`config.mk`:
```
export PLATFORM = sky130hd
export DESIGN_NAME = fit_policy_block_allocator_unit
export DESIGN_NICKNAME = d
export VERILOG_FILES = /design/src/design/fpba_pkg.sv /design/src/design/fpba_cell.sv /design/src/design/fit_policy_block_allocator_unit.sv
export SDC_FILE = /design/constraint.sdc
export NUM_CORES = 2
export LEC_CHECK = 0
export BUFFER_PORTS_ARGS = -buffer_cell sky130_fd_sc_hd__buf_2
export CORE_AREA = 2 2 522 524
export CTS_BUF_LIST = sky130_fd_sc_hd__clkbuf_4 sky130_fd_sc_hd__clkbuf_8
export DETAILED_ROUTE_END_ITERATION = 16
export DIE_AREA = 0 0 524 526
export PLACE_DENSITY = 0.54
export SKIP_CTS_REPAIR_TIMING = 1
export SLEW_MARGIN = 30
export SYNTH_ARGS = -nofsm -noshare
export SYNTH_HDL_FRONTEND = slang
export SYNTH_SLANG_ARGS = --single-unit
```
`constraint.sdc`:
```
create_clock -name clk_i -period 3.9 [get_ports clk_i]
set_clock_uncertainty 0.05 [all_clocks]
set_input_delay 0.78 -clock clk_i [delete_from_list [all_inputs] [get_ports clk_i]]
set_output_delay 0.78 -clock clk_i [all_outputs]
set_load 0.05 [all_outputs]
```
`src/design/fpba_pkg.sv`:
```
// Shared types and constants for the fit-policy block allocator.
`default_nettype none

package fpba_pkg;

  // Table geometry
  localparam int BLOCKS    = 32;
  localparam int SIZE_BITS = 16;
  localparam int IDX_W     = $clog2(BLOCKS);
  localparam int POS_W     = $clog2(BLOCKS + 1);

  // Fixed field widths
  localparam int REQ_W   = 16;
  localparam int COUNT_W = 6;
  localparam int SUM_W   = 21;

  typedef enum logic [1:0] {
    FIT_FIRST = 2'd0,
    FIT_BEST  = 2'd1,
    FIT_WORST = 2'd2
  } fit_mode_e;

  typedef enum logic {
    KIND_LOAD  = 1'b0,
    KIND_ALLOC = 1'b1
  } kind_e;

  typedef enum logic [1:0] {
    ST_LOADED = 2'd0,
    ST_ALLOC  = 2'd1,
    ST_NONE   = 2'd2
  } status_e;

  typedef enum logic {
    CFG_FIT_MODE    = 1'b0,
    CFG_BLOCK_COUNT = 1'b1
  } cfg_idx_e;

  typedef enum logic [1:0] {
    S_IDLE,
    S_SCAN,
    S_FINISH
  } state_e;

  // Search token handed from cell to cell
  typedef struct packed {
    logic                 valid;
    kind_e                kind;
    logic [1:0]           mode;
    logic [POS_W-1:0]     lim;
    logic [IDX_W-1:0]     target;
    logic [SIZE_BITS-1:0] req;
    logic                 found;
    logic [IDX_W-1:0]     pick;
    logic [SIZE_BITS-1:0] pick_size;
    logic                 pick_used;
  } pkt_t;

  // Write-back broadcast to the row
  typedef struct packed {
    logic                 en;
    logic [IDX_W-1:0]     idx;
    logic [SIZE_BITS-1:0] size;
    logic                 used;
  } wr_t;

endpackage

`default_nettype wire

```
`src/design/fpba_cell.sv`:
```
// One table entry with its stage of the search token chain.
`default_nettype none

module fpba_cell (
  input  logic                         clk_i,
  input  logic                         rst_ni,
  input  logic [fpba_pkg::IDX_W-1:0]   cell_idx_i,
  input  fpba_pkg::pkt_t               pkt_i,
  input  fpba_pkg::wr_t                wr_i,
  output fpba_pkg::pkt_t               pkt_o
);
  import fpba_pkg::*;

  logic [SIZE_BITS-1:0] size_q;
  logic                 used_q;
  pkt_t                 pkt_d, pkt_q;
  logic                 take;
  logic                 fits;
  logic                 elig;

  // Decide whether this entry replaces the current pick
  always_comb begin
    pkt_d = pkt_i;
    take  = 1'b0;
    fits  = (size_q >= pkt_i.req);
    elig  = (POS_W'(cell_idx_i) < pkt_i.lim);
    if (pkt_i.valid) begin
      if (pkt_i.kind == KIND_ALLOC) begin
        case (pkt_i.mode)
          FIT_BEST:  take = elig && fits && (!pkt_i.found || size_q < pkt_i.pick_size);
          FIT_WORST: take = elig && fits && (!pkt_i.found || size_q > pkt_i.pick_size);
          default:   take = elig && fits && !pkt_i.found;
        endcase
      end else begin
        take = (cell_idx_i == pkt_i.target);
      end
    end
    if (take) begin
      pkt_d.found     = 1'b1;
      pkt_d.pick      = cell_idx_i;
      pkt_d.pick_size = size_q;
      pkt_d.pick_used = used_q;
    end
  end

  // Advance the token one cell
  always_ff @(posedge clk_i or negedge rst_ni) begin
    if (!rst_ni) begin
      pkt_q <= '0;
    end else begin
      pkt_q <= pkt_d;
    end
  end

  // Hold the entry, update on a matching write-back
  always_ff @(posedge clk_i or negedge rst_ni) begin
    if (!rst_ni) begin
      size_q <= '0;
      used_q <= 1'b0;
    end else if (wr_i.en && wr_i.idx == cell_idx_i) begin
      size_q <= wr_i.size;
      used_q <= wr_i.used;
    end
  end

  assign pkt_o = pkt_q;

endmodule

`default_nettype wire

```
`src/design/fit_policy_block_allocator_unit.sv`:
```
// Top level of the fit-policy block allocator: sequencer, sums and cell row.
//
// Usage: items arrive on the in channel (valid/ready) with kind, block_index
// and size_value; one result per item leaves on the out channel with status,
// chosen_block and both fragmentation sums after the item.
// Each item launches a search token into a row of 32 cells, one cell per
// table entry; the token moves one cell per cycle. An item passes through
// the launch register, the cells and the capture register; the commit
// from the capture register writes the chosen entry back and updates the
// sums. The next item is taken in the cycle the result is registered, so
// no new item enters while one is still in the row. Loads take the same
// path. A waiting result sits in the output register; if the receiver
// stalls past the next item's finish, that item holds in the capture
// register until the output register frees. fit_mode and block_count are
// written through the config port; the user must write them only while
// idle, as the block itself does not enforce it. Reset clears every entry,
// the used marks, both sums and the handshake state; fit_mode resets to
// first fit and block_count to 32.
`default_nettype none

module fit_policy_block_allocator_unit (
  input  logic                              clk_i,
  input  logic                              rst_ni,
  // configuration
  input  logic                              cfg_we_i,
  input  logic [0:0]                        cfg_idx_i,
  input  logic [fpba_pkg::COUNT_W-1:0]      cfg_data_i,
  // input items
  input  logic                              in_valid_i,
  output logic                              in_ready_o,
  input  logic                              kind_i,
  input  logic [fpba_pkg::IDX_W-1:0]        block_index_i,
  input  logic [fpba_pkg::REQ_W-1:0]        size_value_i,
  // results
  output logic                              out_valid_o,
  input  logic                              out_ready_i,
  output logic [1:0]                        status_o,
  output logic [fpba_pkg::IDX_W-1:0]        chosen_block_o,
  output logic [fpba_pkg::SUM_W-1:0]        internal_frag_o,
  output logic [fpba_pkg::SUM_W-1:0]        external_frag_o
);
  import fpba_pkg::*;

  logic [1:0]           fit_mode_q;
  logic [COUNT_W-1:0]   block_count_q;
  state_e               state_q, state_d;
  pkt_t                 launch_q, launch_d;
  pkt_t                 fin_q;
  pkt_t                 pkt [BLOCKS+1];
  logic [BLOCKS:0]      live;
  wr_t                  wr;
  logic                 accept;
  logic                 commit;
  logic [SUM_W-1:0]     int_q, int_d;
  logic [SUM_W-1:0]     ext_q, ext_d;
  logic                 out_valid_q;
  logic [1:0]           status_q, status_d;
  logic [IDX_W-1:0]     chosen_q, chosen_d;
  logic [POS_W-1:0]     lim;

  // Configuration registers
  always_ff @(posedge clk_i or negedge rst_ni) begin
    if (!rst_ni) begin
      fit_mode_q    <= FIT_FIRST;
      block_count_q <= COUNT_W'(BLOCKS);
    end else if (cfg_we_i) begin
      case (cfg_idx_e'(cfg_idx_i))
        CFG_FIT_MODE:    fit_mode_q    <= cfg_data_i[1:0];
        CFG_BLOCK_COUNT: block_count_q <= cfg_data_i;
        default:         ;
      endcase
    end
  end

  // Sequencer: next state
  always_comb begin
    state_d = state_q;
    case (state_q)
      S_IDLE:   if (accept) state_d = S_SCAN;
      S_SCAN:   if (pkt[BLOCKS].valid) state_d = S_FINISH;
      S_FINISH: if (commit) state_d = accept ? S_SCAN : S_IDLE;
      default:  state_d = S_IDLE;
    endcase
  end

  // Sequencer: outputs
  always_comb begin
    commit     = (state_q == S_FINISH) && (!out_valid_q || out_ready_i);
    in_ready_o = (state_q == S_IDLE) || commit;
  end

  assign accept = in_valid_i && in_ready_o;

  always_ff @(posedge clk_i or negedge rst_ni) begin
    if (!rst_ni) begin
      state_q <= S_IDLE;
    end else begin
      state_q <= state_d;
    end
  end

  // Clamp the search length to the table
  assign lim = (block_count_q > COUNT_W'(BLOCKS)) ? POS_W'(BLOCKS) : POS_W'(block_count_q);

  // Build the token for an accepted item
  always_comb begin
    launch_d           = '0;
    launch_d.valid     = accept;
    launch_d.kind      = kind_e'(kind_i);
    launch_d.mode      = fit_mode_q;
    launch_d.lim       = lim;
    launch_d.target    = block_index_i;
    launch_d.req       = SIZE_BITS'(size_value_i);
  end

  always_ff @(posedge clk_i or negedge rst_ni) begin
    if (!rst_ni) begin
      launch_q <= '0;
    end else begin
      launch_q <= launch_d;
    end
  end

  // Row of cells
  assign pkt[0] = launch_q;

  for (genvar g = 0; g < BLOCKS; g++) begin : g_cell
    fpba_cell u_cell (
      .clk_i      (clk_i),
      .rst_ni     (rst_ni),
      .cell_idx_i (IDX_W'(g)),
      .pkt_i      (pkt[g]),
      .wr_i       (wr),
      .pkt_o      (pkt[g+1])
    );
  end

  for (genvar g = 0; g <= BLOCKS; g++) begin : g_live
    assign live[g] = pkt[g].valid;
  end

  // Capture the token leaving the row
  always_ff @(posedge clk_i) begin
    if (state_q == S_SCAN && pkt[BLOCKS].valid) begin
      fin_q <= pkt[BLOCKS];
    end
  end

  // Work out write-back, sums and result from the finished token
  always_comb begin
    wr       = '0;
    int_d    = int_q;
    ext_d    = ext_q;
    status_d = ST_LOADED;
    chosen_d = fin_q.target;
    if (fin_q.kind == KIND_LOAD) begin
      if (fin_q.found) begin
        if (fin_q.pick_used) begin
          int_d = int_q - SUM_W'(fin_q.pick_size);
          ext_d = ext_q + SUM_W'(fin_q.req);
        end else begin
          ext_d = ext_q - SUM_W'(fin_q.pick_size) + SUM_W'(fin_q.req);
        end
        wr.en   = commit;
        wr.idx  = fin_q.target;
        wr.size = fin_q.req;
        wr.used = 1'b0;
      end
    end else if (!fin_q.found) begin
      status_d = ST_NONE;
      chosen_d = '0;
    end else begin
      status_d = ST_ALLOC;
      chosen_d = fin_q.pick;
      if (fin_q.pick_used) begin
        int_d = int_q - SUM_W'(fin_q.req);
      end else begin
        ext_d = ext_q - SUM_W'(fin_q.pick_size);
        int_d = int_q + SUM_W'(fin_q.pick_size) - SUM_W'(fin_q.req);
      end
      wr.en   = commit;
      wr.idx  = fin_q.pick;
      wr.size = fin_q.pick_size - fin_q.req;
      wr.used = 1'b1;
    end
  end

  // Running fragmentation sums
  always_ff @(posedge clk_i or negedge rst_ni) begin
    if (!rst_ni) begin
      int_q <= '0;
      ext_q <= '0;
    end else if (commit) begin
      int_q <= int_d;
      ext_q <= ext_d;
    end
  end

  // Output register: hold until transfer
  always_ff @(posedge clk_i or negedge rst_ni) begin
    if (!rst_ni) begin
      out_valid_q <= 1'b0;
    end else if (commit) begin
      out_valid_q <= 1'b1;
    end else if (out_ready_i) begin
      out_valid_q <= 1'b0;
    end
  end

  always_ff @(posedge clk_i) begin
    if (commit) begin
      status_q <= status_d;
      chosen_q <= chosen_d;
    end
  end

  assign out_valid_o     = out_valid_q;
  assign status_o        = status_q;
  assign chosen_block_o  = chosen_q;
  assign internal_frag_o = int_q;
  assign external_frag_o = ext_q;

  // Exactly one token lives in the row while scanning, none otherwise
  a_one_token: assert property (@(posedge clk_i) disable iff (!rst_ni)
    (state_q == S_SCAN) |-> ($countones(live) == 1))
    else $error("token count wrong while scanning");

  a_no_token: assert property (@(posedge clk_i) disable iff (!rst_ni)
    (state_q != S_SCAN) |-> (live == '0))
    else $error("stray token outside scan");

  // A result appears only right after a commit
  a_result_src: assert property (@(posedge clk_i) disable iff (!rst_ni)
    $rose(out_valid_q) |-> $past(state_q == S_FINISH))
    else $error("result without commit");

  // A pending result is never overwritten before transfer
  a_no_overwrite: assert property (@(posedge clk_i) disable iff (!rst_ni)
    (out_valid_q && !out_ready_i) |-> !commit)
    else $error("result overwritten");

endmodule

`default_nettype wire
```
Word level (Yosys, flattened, before mapping)
Index checks and enable logic that the tools add are counted.
{"block": "classes", "add_sub_neg": 8, "order_cmp": 127, "n_eq_ne": 130, "muxes": 151, "bitwise_logic": 1, "reduce_logical": 266}
{"operator": "$mux W23", "n": 35}
{"operator": "$ge A16 B16 Y1", "n": 32}
{"operator": "$gt A16 B16 Y1", "n": 31}
{"operator": "$lt A16 B16 Y1", "n": 31}
{"operator": "$mux W21", "n": 10}
{"operator": "$logic_and A1 B1 Y1", "n": 160}
{"operator": "$lt A5 B6 Y1 const A", "n": 16}
{"operator": "$sub A21 B16 Y21", "n": 4}
{"operator": "$eq A5 B5 Y1 const A", "n": 16}
{"operator": "$eq A5 B5 Y1 const B", "n": 16}
{"operator": "$mux W1", "n": 67}
{"operator": "$eq A2 B1 Y1 const B", "n": 32}
{"operator": "$eq A2 B2 Y1 const B", "n": 32}
{"operator": "$logic_or A1 B1 Y1", "n": 64}
{"operator": "$add A21 B16 Y21", "n": 3}
{"operator": "$pmux W1 S2", "n": 31}
{"operator": "$lt A4 B6 Y1 const A", "n": 8}
{"operator": "$eq A4 B5 Y1 const A", "n": 8}
{"operator": "$eq A5 B4 Y1 const B", "n": 8}
{"operator": "$logic_not A1 Y1", "n": 32}
{"operator": "$lt A3 B6 Y1 const A", "n": 4}
{"operator": "$eq A3 B5 Y1 const A", "n": 4}
{"operator": "$eq A5 B3 Y1 const B", "n": 4}
{"operator": "$sub A16 B16 Y16", "n": 1}
{"operator": "19 further kinds", "n": 34}
{"block": "word_totals", "ff_bits": 2400, "inputBits": 34, "wordCells": 1086}

Logic depth before layout (Yosys ltp)
{"block": "depth", "ltp_word": 8, "mapped_depth": 21}

Cells and area by module
From an unflattened synthesis, not the netlist that was laid out.
{"block": "hier_totals", "cells_unflattened": 9815, "area_unflattened_um2": 122299.8}
{"module": "fpba_cell", "n_inst": 32, "cells_per_inst": 269, "area_each_um2": 3479.6}
{"module": "fit_policy_block_allocator_unit", "n_inst": 1, "cells_per_inst": 1207, "area_each_um2": 10953.0}

Worst setup path after synthesis
Ideal clock, no wire load.
{"block": "synth_path", "path_kind": "register -> register", "from": "reg ext_q[1], in the netlist external_frag_o[1]", "to": "reg ext_q[20], in the netlist external_frag_o[20]", "setup_time_ns": 0.140, "t_arrival_ns": 4.012, "required_ns": 3.710, "path_slack_ns": -0.302, "path_stages_with_launch": 19, "n_path_buf": 0, "synth_period_minus_slack_ns": 4.202, "cell_sequence": "dfrtp_1 ha_1 nor2b_1 o31a_1 or2_2 a31oi_1 xor2_1 o21ai_0 ha_1 o21ai_0 o21bai_1 o311a_1 a31oi_1 o311ai_0 o211a_1 nand4_1 xor2_1 nand2_1 xnor2_1"}
{"block": "synth_between", "elab_chain_cells": 5, "elab_cells_between_ends": 8, "classes_between": "add/sub (3); mux (5)"}
{"item": "from (decl)", "line": "fit_policy_block_allocator_unit.sv:55", "source": "logic [SUM_W-1:0] ext_q, ext_d;"}
{"item": "from (signal assigned)", "line": "fit_policy_block_allocator_unit.sv:195", "source": "ext_q <= ext_d;"}
{"item": "$sub A21 B16 Y21", "line": "fit_policy_block_allocator_unit.sv:162, fit_policy_block_allocator_unit.sv:178"}
{"item": "$add A21 B16 Y21", "line": "fit_policy_block_allocator_unit.sv:162", "source": "ext_d = ext_q - SUM_W'(fin_q.pick_size) + SUM_W'(fin_q.req);"}
{"item": "$mux W21", "line": "fit_policy_block_allocator_unit.sv:158", "source": "if (fin_q.pick_used) begin"}
{"item": "$mux W21", "line": "fit_policy_block_allocator_unit.sv:157", "source": "if (fin_q.found) begin"}
{"item": "$mux W21 (*)", "line": "fit_policy_block_allocator_unit.sv:156", "source": "if (fin_q.kind == KIND_LOAD) begin"}
Every way passes the cells marked *; elsewhere a longest branch is shown, timed or not. The select of a mux whose other input is x is not followed.
A chain may end at the register's enable or synchronous reset.

Final worst setup path
{"block": "layout_path", "from": "reg ext_q[0], in the netlist external_frag_o[0]", "to": "reg ext_q[19], in the netlist external_frag_o[19]"}
The elaborated chain is that of the path after synthesis.

==> summary.txt <==
Grt ovf - 0
Min Tclk post-route - 4170 ps
Async SR Flop Fraction - 0.978
Placed cell area - 114000 um2
Max Root-Sink Buffers - 4
Post-Place Cells - 12792
Final hold violation count - 0
Switching power - 13000 uW
Die X - 524 um
CP Capture Type - flip-flop
Vias in the first global route - 72126
Remaining DRCs - 0
Crit-path slowest cell - dfrtp_2
Clock latency on the worst-skew pair - 1050 ps
Max FO, Critical Path - 5
Crit path kind - flip-flop to flip-flop
Clock transition at path regs - 60 ps
Root Driver - clkbuf_8
Worst Path Arrival - 5050 ps
Cells after Synth - 9147
Initial drt markers - 3846
Most frequent CP cell - buf_4
Status - finished, violations left
Die footprint - 276000 um2
H-tree levels - 5
First-pass GRT wire length - 433000 um
Commonest non-fill, non-tap cells in the layout - dfrtp_1, ha_1, inv_1, o21ai_0, nand2_1
Core ar. - 270000 um2
Final Instance Area - 124000 um2
Syn-to-layout area delta - 15.0%
Clk sinks - 2364
Commonest non-fill, non-tap cell in the layout - dfrtp_1
Max-cap violation count - 0
Total CTS buffers - 403
Vias - 68056
Post-Route WL - 277000 um
Nets - 10869
Switching share of total power - 0.241
Final non-filler cell total - 13567
Tot Pwr - 54000 uW
Worst Setup EP - external_frag_o[19]
Final antenna-violating net count - 0
Drt first pass iters - 6
Reg-to-Reg End - external_frag_o[19]
Setup ws final - -270 ps
RSZ-0062 raised after global routing - yes
Failing checks - setup timing
CP startpoint kind - flip-flop
I/O Buffers - 84
CTS tree - yes
Peak supply drop - 0.374 mV
Final Max Slew Viols - 0
Boundary Pins - 85
R2R Path Start - external_frag_o[0]
Syn Area/Cell - 11.8 um2
Worst Setup SP - external_frag_o[0]
Largest net degree at the start of global routing - 130
Worst-case reg-to-reg path depth - 22
Final Hold Slack - 57.1 ps
Crit-path max cell delay - 400 ps
Layout cells sized above 1 - 0.193
Num rows - 191
Filler cell count - 24576
Worst hold-check path type - input port to flip-flop
Register area share after synthesis - 0.552
Post-synthesis cell area - 108000 um2
Cell variety after synth - 108
Power Dens Cells - 436 nW/um2
Wire per inst - 20.4 um
Leak - 0.0630 uW
EDFF count, synth - 52
Overall routing resource usage - 0.202
Post-synthesis net count - 10344
CP required - 4780 ps
Worst slew pin tran - 914 ps
Sequential Power Share - 0.485
Internal cell power - 41000 uW
Mean number of vias per cell - 5.02
Combinational power share - 0.066
Synthesis-stage register bit count - 2364
Fmax - 240 MHz
Slew margin rel. - 0.375
Multi-input gate area - 43100 um2
Ys Warns - 0
Final setup fails - 6
Post-route clock period utilization - 1.07
Placer Congestion - 0.871
Height of the die - 526 um
Crit-path cells - inv_2 > ha_4 > inv_2 > fa_2 > buf_4 > a21o_1 > a21oi_2 > xor2_1 > o21ai_0 > ha_1 > nand3_1 > o211ai_1 > buf_4 > nor4_2 > buf_4 > nor3_2 > nand3b_1 > a21o_1 > o2111ai_2 > xnor2_1 > nor2_1 > xor2_1
Effective utilization at floorplan - 0.399
Register Area - 59400 um2
Initial antenna violation count - 8
Clock power frac - 0.449
Flop2flop setup slack - -270 ps
Main synth FF type - dfrtp_1
HPWL Detailed - 202000 um
[power by group through the flow]
| stage | clock [uW] | sequential [uW] | combinational, uW |
|---|---|---|---|
| finish | 24300 | 26200 | 3540 |
| global route | 26300 | 26300 | 3980 |
| CTS | 25000 | 26200 | 3300 |
| detailed placement | 0 | 26600 | 3280 |
| global placement | 0 | 26600 | 3240 |
| floorplan | 0 | 26400 | 1700 |
[area by class of cell]
type / count / share of cell area
diodes: 5 / 0.000101
flip-flops and latches: 2364 / 0.481
inverters: 1138 / 0.0346
clock inverters: 103 / 0.00916
repair buffers: 380 / 0.0278
well taps: 3570 / 0.0361
clock buffers: 622 / 0.0631
multi-input cells: 5385 / 0.349
[registers in the layout, summed over array words and instances (netlist names)]
| register | cells |
|---|---|
| status_o | 2 |
| launch_q | 31 |
| state_q | 2 |
| chosen_block_o | 5 |
| out_valid_o | 1 |
| g_cell.u_cell.size_q | 512 |
| g_cell.u_cell.used_q | 32 |
| g_cell.u_cell.pkt_o | 1684 |
| fin_q | 45 |
| fit_mode_q | 2 |
| internal_frag_o | 21 |
| external_frag_o | 21 |
| block_count_q | 6 |
[critical path, delay by kind of cell, from the launching register on]
kind | cells | cell delay [ps]
buffers and inverters | 5 | 590
adder cells (fa/ha/maj) | 3 | 850
AO/OA/AOI/OAI | 6 | 980
XOR/XNOR | 3 | 450
AND/OR/NAND/NOR | 5 | 730
flip-flops | 1 | 400
[kinds of logic (layout without fill, tap and decap cells)]
family	count (synthesis)	after routing	synth area share
fa+ha+maj	1163	1163	0.137
other cells	0	5	0
compound gates	1746	1746	0.102
flops	2364	2364	0.552
mux	656	656	0.0696
buf+inv	1398	2243	0.0503
xor+xnor	89	89	0.00725
simple gates	1731	1731	0.0820
[cell usage after synthesis, types with 21 or more instances]
cell type | n | share of area
a2111oi_0 | 33 | 0.0027
a211oi_1 | 47 | 0.0033
a21o_1 | 279 | 0.019
a21oi_1 | 283 | 0.013
a221oi_1 | 21 | 0.0017
a31oi_1 | 27 | 0.0016
and2_1 | 48 | 0.0028
and4_1 | 30 | 0.0024
buf_2 | 38 | 0.0018
clkbuf_1 | 188 | 0.0066
dfrtp_1 | 2311 | 0.54
edfxtp_1 | 52 | 0.015
fa_1 | 21 | 0.0039
ha_1 | 1142 | 0.13
inv_1 | 1136 | 0.040
mux2_2 | 614 | 0.064
mux2_4 | 29 | 0.0040
nand2_1 | 649 | 0.023
nand2b_1 | 114 | 0.0066
nand3_1 | 91 | 0.0042
nand4_1 | 149 | 0.0087
nor2_1 | 201 | 0.0070
nor2b_1 | 114 | 0.0066
nor3_1 | 75 | 0.0035
o211ai_1 | 30 | 0.0021
o21a_1 | 91 | 0.0064
o21ai_0 | 693 | 0.032
o21ai_1 | 34 | 0.0016
o31ai_1 | 35 | 0.0024
or2_2 | 76 | 0.0044
or3_1 | 57 | 0.0033
xnor2_1 | 53 | 0.0043
xor2_1 | 36 | 0.0029
[how the worst min path moves through the flow]
| stage | from | to | slack [ps] | depth (start not counted) |
|---|---|---|---|---|
| after global routing | cfg_idx_i | fit_mode_q[0] | 20 | 3 |
| final | cfg_idx_i | fit_mode_q[1] | 60 | 3 |
| after floorplan | launch_q[50] | g_cell[0].u_cell.pkt_o[50] | 280 | 0 |
| after global placement | g_cell[6].u_cell.pkt_o[44] | g_cell[7].u_cell.pkt_o[44] | 290 | 0 |
| after detailed placement | g_cell[6].u_cell.pkt_o[46] | g_cell[7].u_cell.pkt_o[46] | 290 | 0 |
| after CTS | rst_ni | g_cell[22].u_cell.pkt_o[1] | -510 | 1 |
[through the flow]
| step | setup TNS, ps | worst slack (ps) | utilization |
|---|---|---|---|
| 2_1_floorplan | -85.4 | -53.3 | - |
| 3_3_place_gp | -2150 | -338 | 0.422 |
| 3_5_place_dp | -1370 | -240 | 0.422 |
| 4_1_cts | -1270 | -239 | 0.456 |
| 5_1_grt | -2940 | -490 | 0.458 |
| 6_report | -809 | -270 | 0.458 |
[metal layers]
layer,vias up,global-route usage,wire length (um)
li1,32592,-,-
met1,33787,0.278,128000
met2,1260,0.329,130000
met3,417,0.0291,11300
met4,0,0.0636,7740
met5,-,0,0
Power figures use the tool's default switching activity.
